$ cat config.mk
export PLATFORM = sky130hd
export DESIGN_NAME = dvpu_ctrl
export DESIGN_NICKNAME = d
export VERILOG_FILES = /design/src/hw/rtl/dvpu_pkg.sv /design/src/hw/rtl/dvpu_ctrl.sv
export SDC_FILE = /design/constraint.sdc
export NUM_CORES = 1
export LEC_CHECK = 0
export ABC_CLOCK_PERIOD_IN_PS = 2500
export BUFFER_PORTS_ARGS = -buffer_cell sky130_fd_sc_hd__buf_4
export CORE_MARGIN = 3
export CORE_UTILIZATION = 54
export DETAILED_ROUTE_END_ITERATION = 12
export PLACE_DENSITY = 0.81
export SLEW_MARGIN = 20
export SYNTH_ARGS = -nofsm -noshare
export SYNTH_HDL_FRONTEND = slang
export SYNTH_SLANG_ARGS = --single-unit
$ cat constraint.sdc
create_clock -name i_clk -period 2.5 [get_ports i_clk]
set_input_delay 0 -clock i_clk [delete_from_list [all_inputs] [get_ports i_clk]]
set_output_delay 0 -clock i_clk [all_outputs]
set_load 0.02 [all_outputs]
$ cat src/hw/rtl/dvpu_pkg.sv
// dvpu_pkg: shared types and constants for the damped Verlet particle update.
// Used by dvpu_ctrl, dvpu_dp and damped_verlet_particle_update.
package dvpu_pkg;

    localparam int FRAC_BITS = 16;
    localparam int WORD_W    = 32;
    localparam int DAMP_W    = 17;
    localparam int QUO_W     = FRAC_BITS + 1;
    localparam int ROOT_N    = 32;
    localparam int CNT_W     = 5;

    localparam logic [DAMP_W-1:0] DAMP_ONE   = DAMP_W'(65536);
    localparam logic [DAMP_W-1:0] DAMP_RESET = DAMP_W'(39322);
    localparam logic [FRAC_BITS-1:0] ACC_K =
        FRAC_BITS'(((3 * (2 ** FRAC_BITS)) + 50) / 100);

    localparam logic [CNT_W-1:0] ROOT_LAST = CNT_W'(ROOT_N - 1);
    localparam logic [CNT_W-1:0] DIV_LAST  = CNT_W'(QUO_W - 1);

    typedef logic signed [WORD_W-1:0] t_word;

    typedef enum logic [2:0] {
        FN_ADD    = 3'd0,
        FN_STEP   = 3'd1,
        FN_LDPOS  = 3'd2,
        FN_LDPREV = 3'd3,
        FN_CLR    = 3'd4
    } t_func;

    typedef struct packed {
        logic       cap;
        logic       exec;
        logic       clr;
        logic       sq;
        logic       rinit;
        logic       rstep;
        logic       dinit;
        logic       dstep;
        logic       dstore;
        logic       upd;
        logic       oload;
        logic [1:0] idx;
    } t_cmd;

    typedef struct packed {
        logic       zero;
        logic       is_step;
    } t_stat;

endpackage

$ cat src/hw/rtl/dvpu_ctrl.sv
// dvpu_ctrl: sequencer for item handling and the step computation.
// Depends on dvpu_pkg; commands dvpu_dp.
module dvpu_ctrl import dvpu_pkg::*; (
    input  logic  i_clk,
    input  logic  i_rst_n,
    input  logic  i_in_valid,
    output logic  o_in_stall,
    output logic  o_out_valid,
    input  logic  i_out_stall,
    input  t_stat i_stat,
    output t_cmd  o_cmd
);

    typedef enum logic [9:0] {
        S_IDLE  = 10'b0000000001,
        S_DISP  = 10'b0000000010,
        S_SQ    = 10'b0000000100,
        S_RINI  = 10'b0000001000,
        S_ROOT  = 10'b0000010000,
        S_DINI  = 10'b0000100000,
        S_DIV   = 10'b0001000000,
        S_DST   = 10'b0010000000,
        S_UPD   = 10'b0100000000,
        S_FIN   = 10'b1000000000
    } t_state;

    t_state r_state, n_state;
    logic [CNT_W-1:0] r_cnt, n_cnt;
    logic [1:0] r_idx, n_idx;
    logic r_ovld, n_ovld;
    logic slot_free;

    assign slot_free = !r_ovld || !i_out_stall;

    always_comb begin
        n_state = r_state;
        n_cnt   = r_cnt;
        n_idx   = r_idx;
        n_ovld  = r_ovld && i_out_stall;
        o_cmd   = '0;
        o_cmd.idx = r_idx;
        unique case (r_state)
            S_IDLE: begin
                if (i_in_valid) begin
                    o_cmd.cap = 1'b1;
                    n_state = S_DISP;
                end
            end
            S_DISP: begin
                if (i_stat.is_step) begin
                    o_cmd.clr = 1'b1;
                    n_idx = '0;
                    n_state = S_SQ;
                end else begin
                    o_cmd.exec = 1'b1;
                    n_state = S_FIN;
                end
            end
            S_SQ: begin
                o_cmd.sq = 1'b1;
                if (r_idx == 2'd2) begin
                    n_state = S_RINI;
                end else begin
                    n_idx = r_idx + 2'd1;
                end
            end
            S_RINI: begin
                if (i_stat.zero) begin
                    o_cmd.upd = 1'b1;
                    n_state = S_FIN;
                end else begin
                    o_cmd.rinit = 1'b1;
                    n_cnt = '0;
                    n_state = S_ROOT;
                end
            end
            S_ROOT: begin
                o_cmd.rstep = 1'b1;
                n_cnt = r_cnt + 1'b1;
                if (r_cnt == ROOT_LAST) begin
                    n_idx = '0;
                    n_state = S_DINI;
                end
            end
            S_DINI: begin
                o_cmd.dinit = 1'b1;
                n_cnt = '0;
                n_state = S_DIV;
            end
            S_DIV: begin
                o_cmd.dstep = 1'b1;
                n_cnt = r_cnt + 1'b1;
                if (r_cnt == DIV_LAST) begin
                    n_state = S_DST;
                end
            end
            S_DST: begin
                o_cmd.dstore = 1'b1;
                if (r_idx == 2'd2) begin
                    n_state = S_UPD;
                end else begin
                    n_idx = r_idx + 2'd1;
                    n_state = S_DINI;
                end
            end
            S_UPD: begin
                o_cmd.upd = 1'b1;
                n_state = S_FIN;
            end
            S_FIN: begin
                if (slot_free) begin
                    o_cmd.oload = 1'b1;
                    n_ovld = 1'b1;
                    n_state = S_IDLE;
                end
            end
            default: begin
                n_state = S_IDLE;
            end
        endcase
    end

    always_ff @(posedge i_clk) begin
        if (!i_rst_n) begin
            r_state <= S_IDLE;
            r_cnt   <= '0;
            r_idx   <= '0;
            r_ovld  <= 1'b0;
        end else begin
            r_state <= n_state;
            r_cnt   <= n_cnt;
            r_idx   <= n_idx;
            r_ovld  <= n_ovld;
        end
    end

    assign o_in_stall  = (r_state != S_IDLE);
    assign o_out_valid = r_ovld;

endmodule

* Yosys cells after proc, flatten, opt, wreduce, memory -nomap -nowiden
Cells that the tools add are included.
Word-level totals: bits in registers 18, input port bits 6, word-level logic and storage cells 72
Cells by class: $add $sub $neg 2, eq/ne operators 22, muxes and demuxes 33, reductions and logical operators 11
Operator list (count):
- 10-bit one-hot mux with 10 select lines | 1
- 10-bit 2-to-1 mux | 7
- 1-bit 2-to-1 mux | 16
- 2-bit != test (second input constant) | 8
- 5-bit one-hot mux with 3 select lines | 1
- 10-bit by 1-bit == test with 1-bit output (second input constant) | 1
- 10-bit == test (second input constant) | 1
- 10-bit by 2-bit == test with 1-bit output (second input constant) | 1
- 10-bit by 3-bit == test with 1-bit output (second input constant) | 1
- 10-bit by 4-bit == test with 1-bit output (second input constant) | 1
- 10-bit by 5-bit == test with 1-bit output (second input constant) | 1
- 10-bit by 6-bit == test with 1-bit output (second input constant) | 1
- 10-bit by 7-bit == test with 1-bit output (second input constant) | 1
- 10-bit by 8-bit == test with 1-bit output (second input constant) | 1
- 10-bit by 9-bit == test with 1-bit output (second input constant) | 1
- 5-bit == test (second input constant) | 2
- 10-bit by 1-bit != test with 1-bit output (second input constant) | 1
- 9-bit 2-to-1 mux | 1
- 2-bit 2-to-1 mux | 4
- 2-bit one-hot mux with 3 select lines | 1
- 3-bit nonzero test | 2
- 5-bit by 1-bit adder with 5-bit output (second input constant) | 1
- 5-bit 2-to-1 mux | 1
- 5-bit AND reduction | 1
- 9 further kinds | 11

* Longest topological paths before layout
depth in word-level cells 4, mapped depth 7, gate-level depth less buffers 7

* Least setup slack after synthesis
No wires, ideal clock.
path kind register to register, from reg r_state[6], to reg r_cnt[2], library setup time 0.123 ns, arrival time 1.814 ns, setup slack 0.564 ns, stages on the path, launching flop included 7, buffers on the path 1, path through dfxtp_1 > buf_4 > or4_1 > nor4_4 > nor3_2 > o21ai_1 > a21oi_1
On the way: word-level cells in the longest chain between the ends 4, elaborated cells on any way between the ends 9
RTL lines:
- from (decl) | line dvpu_ctrl.sv:27 | t_state r_state, n_state;
- from (signal assigned) | line dvpu_ctrl.sv:130 | r_state <= n_state;
- 10-bit by 7-bit == test with 1-bit output or 10-bit by 5-bit == test with 1-bit output (tied branches) | line dvpu_ctrl.sv:42 | unique case (r_state)
- 2-bit OR reduction (no source line)
- 3-bit nonzero test (no source line)
- 2-bit AND reduction (no source line)
- to (signal assigned) | line dvpu_ctrl.sv:131 | r_cnt <= n_cnt;
- to (decl) | line dvpu_ctrl.sv:28 | logic [CNT_W-1:0] r_cnt, n_cnt;
Parallel ways exist; a longest one is shown, timed or not. A chain may end at the register's enable or synchronous reset.

==> results.md <==
- WL final: 2870 µm
- Setup TNS: 0 ns
- Synth Register Bits: 18
- Number of global-route vias before repair: 981
- Number of setup violations in the final report: 0
- Final worst setup slack: 0.351 ns
- Post-synthesis average cell area: 8.70 µm²
- Final Hold Viols: 0
- Gp weighted congestion: 0.925
- Worst hold path type: in2reg
- CTS root buffer: clkbuf_4
- Tot Pwr: 0.872 mW
- Maximum clock frequency: 465 MHz
- # fillers: 163
- Max FO, Critical Path: 8
- Top FF cell, synth: dfxtp_1
- PD cells: 647 mW/mm²
- Tcrit/Tclk final: 0.859
- Worst slew pin tran: 0.717 ns
- # IOs: 21
- Number of vias per cell: 6.00
- Top Layer Used: met4
- Slew margin rel.: 0.515
- Outcome: finished, final reports clean
- Slowest-stage cell, CP: nor4b_1
- Vias: 1,074
- Max-slew violations: 0
- Wire per inst: 16.0 µm
- Largest net degree at the start of global routing: 11
- Synth-to-Final Area Change: 17.3%
- Met2 Routed Length: 1320 µm
- Resize count post-CTS: 0
- Minimum clock period: 2.15 ns
- # DRC: 0
- Die area: 0.00272 mm²
- Clock sinks: 18
- Setup CP Type: reg2out
- CP Data Required Time: 2.50 ns
- Crit path launch type: register
- Worst-path clk slew: 0.10 ns
- Gr ovfl total: 0
- Synth async-reset ratio: 0
- Endpoint type of the worst setup path: output port
- Max clock buf depth: 2
- Synth cell types: 55
- Placed inst area: 0.00130 mm²
- Initial core utilization: 0.580
- DRT Pass-1 Iters: 4
- First-pass GRT wire length: 4600 µm
- Htree depth: 1
- Max-cap violation count: 0
- PortBufs: 20
- Initial antenna violation count: 0
- Clock Latency Late Sink: 0.30 ns
- Nets: 163
- Leakage: 0.603 nW
- Design Area, Final: 0.00135 mm²
- Sequential cell area fraction in the yosys report: 0.314
- Final hold slack: 0.0241 ns
- WP buf/inv: 1
- TritonCTS clock tree: yes
- Share of layout cells above drive strength 1: 0.250
- Post-synthesis net count: 142
- Die W: 52.1 µm
- DRT iter0 DRCs: 32
- DPL Wire Length: 2240 µm
- Tot GR Track Use: 0.227
- # Post-CTS Setup Buffers: 0
- Wire length on met3: 180 µm
- Worst vdd ir: 0.596 mV
- YS warnings: 0
- Post-route ant nets: 0
- Crit path DAT: 2.15 ns
- Metal-1 WL: 1320 µm
- Post-route clock skew: 0.00423 ns
- Antenna diode count: 0
- Cell Chain, Critical Path: nor4b_1 -> nand3_1 -> nor2_1 -> buf_4
- # rows: 16
- Vert. Die Dim: 52.1 µm
- Critical Path Max Stage Delay: 0.64 ns
- Cell area after synthesis: 0.00115 mm²
- RSZ-0062 raised after global routing: false
- Total CTS buffers: 3
- Post-synth EDFFs: 0
- Core Region: 0.00198 mm²
- Kind of cell adding the most delay to the critical path: simple AND/OR/NAND/NOR gates
- Pre-CTS WS: 0.571 ns
- Mapped Cells: 132
-- report_power, final --
group          internal [mW]  leakage [nW]  switching [mW]
sequential             0.310         0.146          0.0488
clock                 0.0890        0.0210          0.0926
combinational          0.127         0.437           0.204
total                  0.526         0.603           0.346
-- synthesized netlist by cell type (3+ instances only) --
cell      number  area share
o21ai_0        5       0.022
nor3_1         6       0.026
nor4b_1        4       0.030
o21ai_1        5       0.022
nor2_1        11       0.036
a21oi_1        4       0.017
and3_1         8       0.044
xor2_1         3       0.023
dfxtp_1       18        0.31
ha_1           4       0.044
inv_1          8       0.026
nand2_1        5       0.016
nand3b_1       3       0.020
-- worst paths after layout --
path	startpoint	end	slack (ns)	cells past startpoint
worst max-delay path	r_state[1]$_SDFFE_PN0P_	o_cmd[11]	0.35	4
worst min-delay path	i_stat[1]	r_state[4]$_SDFFE_PN0P_	0.02	4
worst max register to register	r_state[1]$_SDFFE_PN0P_	r_idx[0]$_SDFFE_PN0P_	0.54	5
worst min register to register	r_cnt[2]$_SDFFE_PN0P_	r_cnt[2]$_SDFFE_PN0P_	0.53	2
-- kinds of logic after synthesis --
family / count (synthesis) / synth area share
buf+inv: 14 / 0.0566
flops: 18 / 0.314
fa+ha+maj: 4 / 0.0436
simple gates: 62 / 0.365
xor+xnor: 3 / 0.0229
compound gates: 30 / 0.190
mux: 1 / 0.00871
-- per-stage QoR --
step / utilization / cells
5_1_grt: 0.680 / 179
3_5_place_dp: 0.657 / 174
4_1_cts: 0.680 / 179
2_1_floorplan: - / 132
6_report: 0.680 / 179
3_3_place_gp: 0.657 / 174
-- flip-flops by register name, summed over array words and instances, names as in the netlist --
register / flops
o_out_valid: 1
r_state: 10
r_cnt: 5
r_idx: 2
-- worst register-to-register path: cells and delay by family (launching register included) --
family	cells	cell delay (ns)
DFF	1	0.51
and+or+nand+nor	4	1.25
AOI/OAI and AO/OA	1	0.15
-- repair_timing --
item | CTS | global route
hold buffers | 1 | 0
endpoints found under the setup margin | 0 | 0
hold endpoints to repair | 1 | 0
-- placed cells by master (no fill, tap or decap), drive strengths merged, types with 2 or more instances in the layout --
cell     Yosys  routed
o22ai        2       2
nand2        5       5
o21ai       10      10
nor3         7       7
nor2        12      12
nor4b        4       4
or4          2       2
buf          4      20
ha           4       4
o2111ai      2       2
nand3        2       2
or3          2       2
a21oi        5       5
or4b         2       2
nand3b       3       3
xor2         3       3
nor4         4       4
dfxtp       18      18
inv          9       9
and2b        2       2
a22oi        2       2
and4         2       2
and3         8       8
clkbuf       1       4
-- metal layers --
layer | up-vias | track usage
met5 | - | 0
met4 | 0 | 0.0786
met3 | 6 | 0.0430
met2 | 37 | 0.362
met1 | 497 | 0.305
li1 | 534 | -
-- cell type report --
type,count,area [µm²],share of cell area
well taps,27,33.8,0.0251
flip-flops and latches,18,360,0.267
inverters,9,33.8,0.0251
multi-input cells,100,723,0.537
clock buffers,4,36.3,0.0269
repair buffers,21,160,0.119
Note: power is estimated with default switching activity, not from simulation.
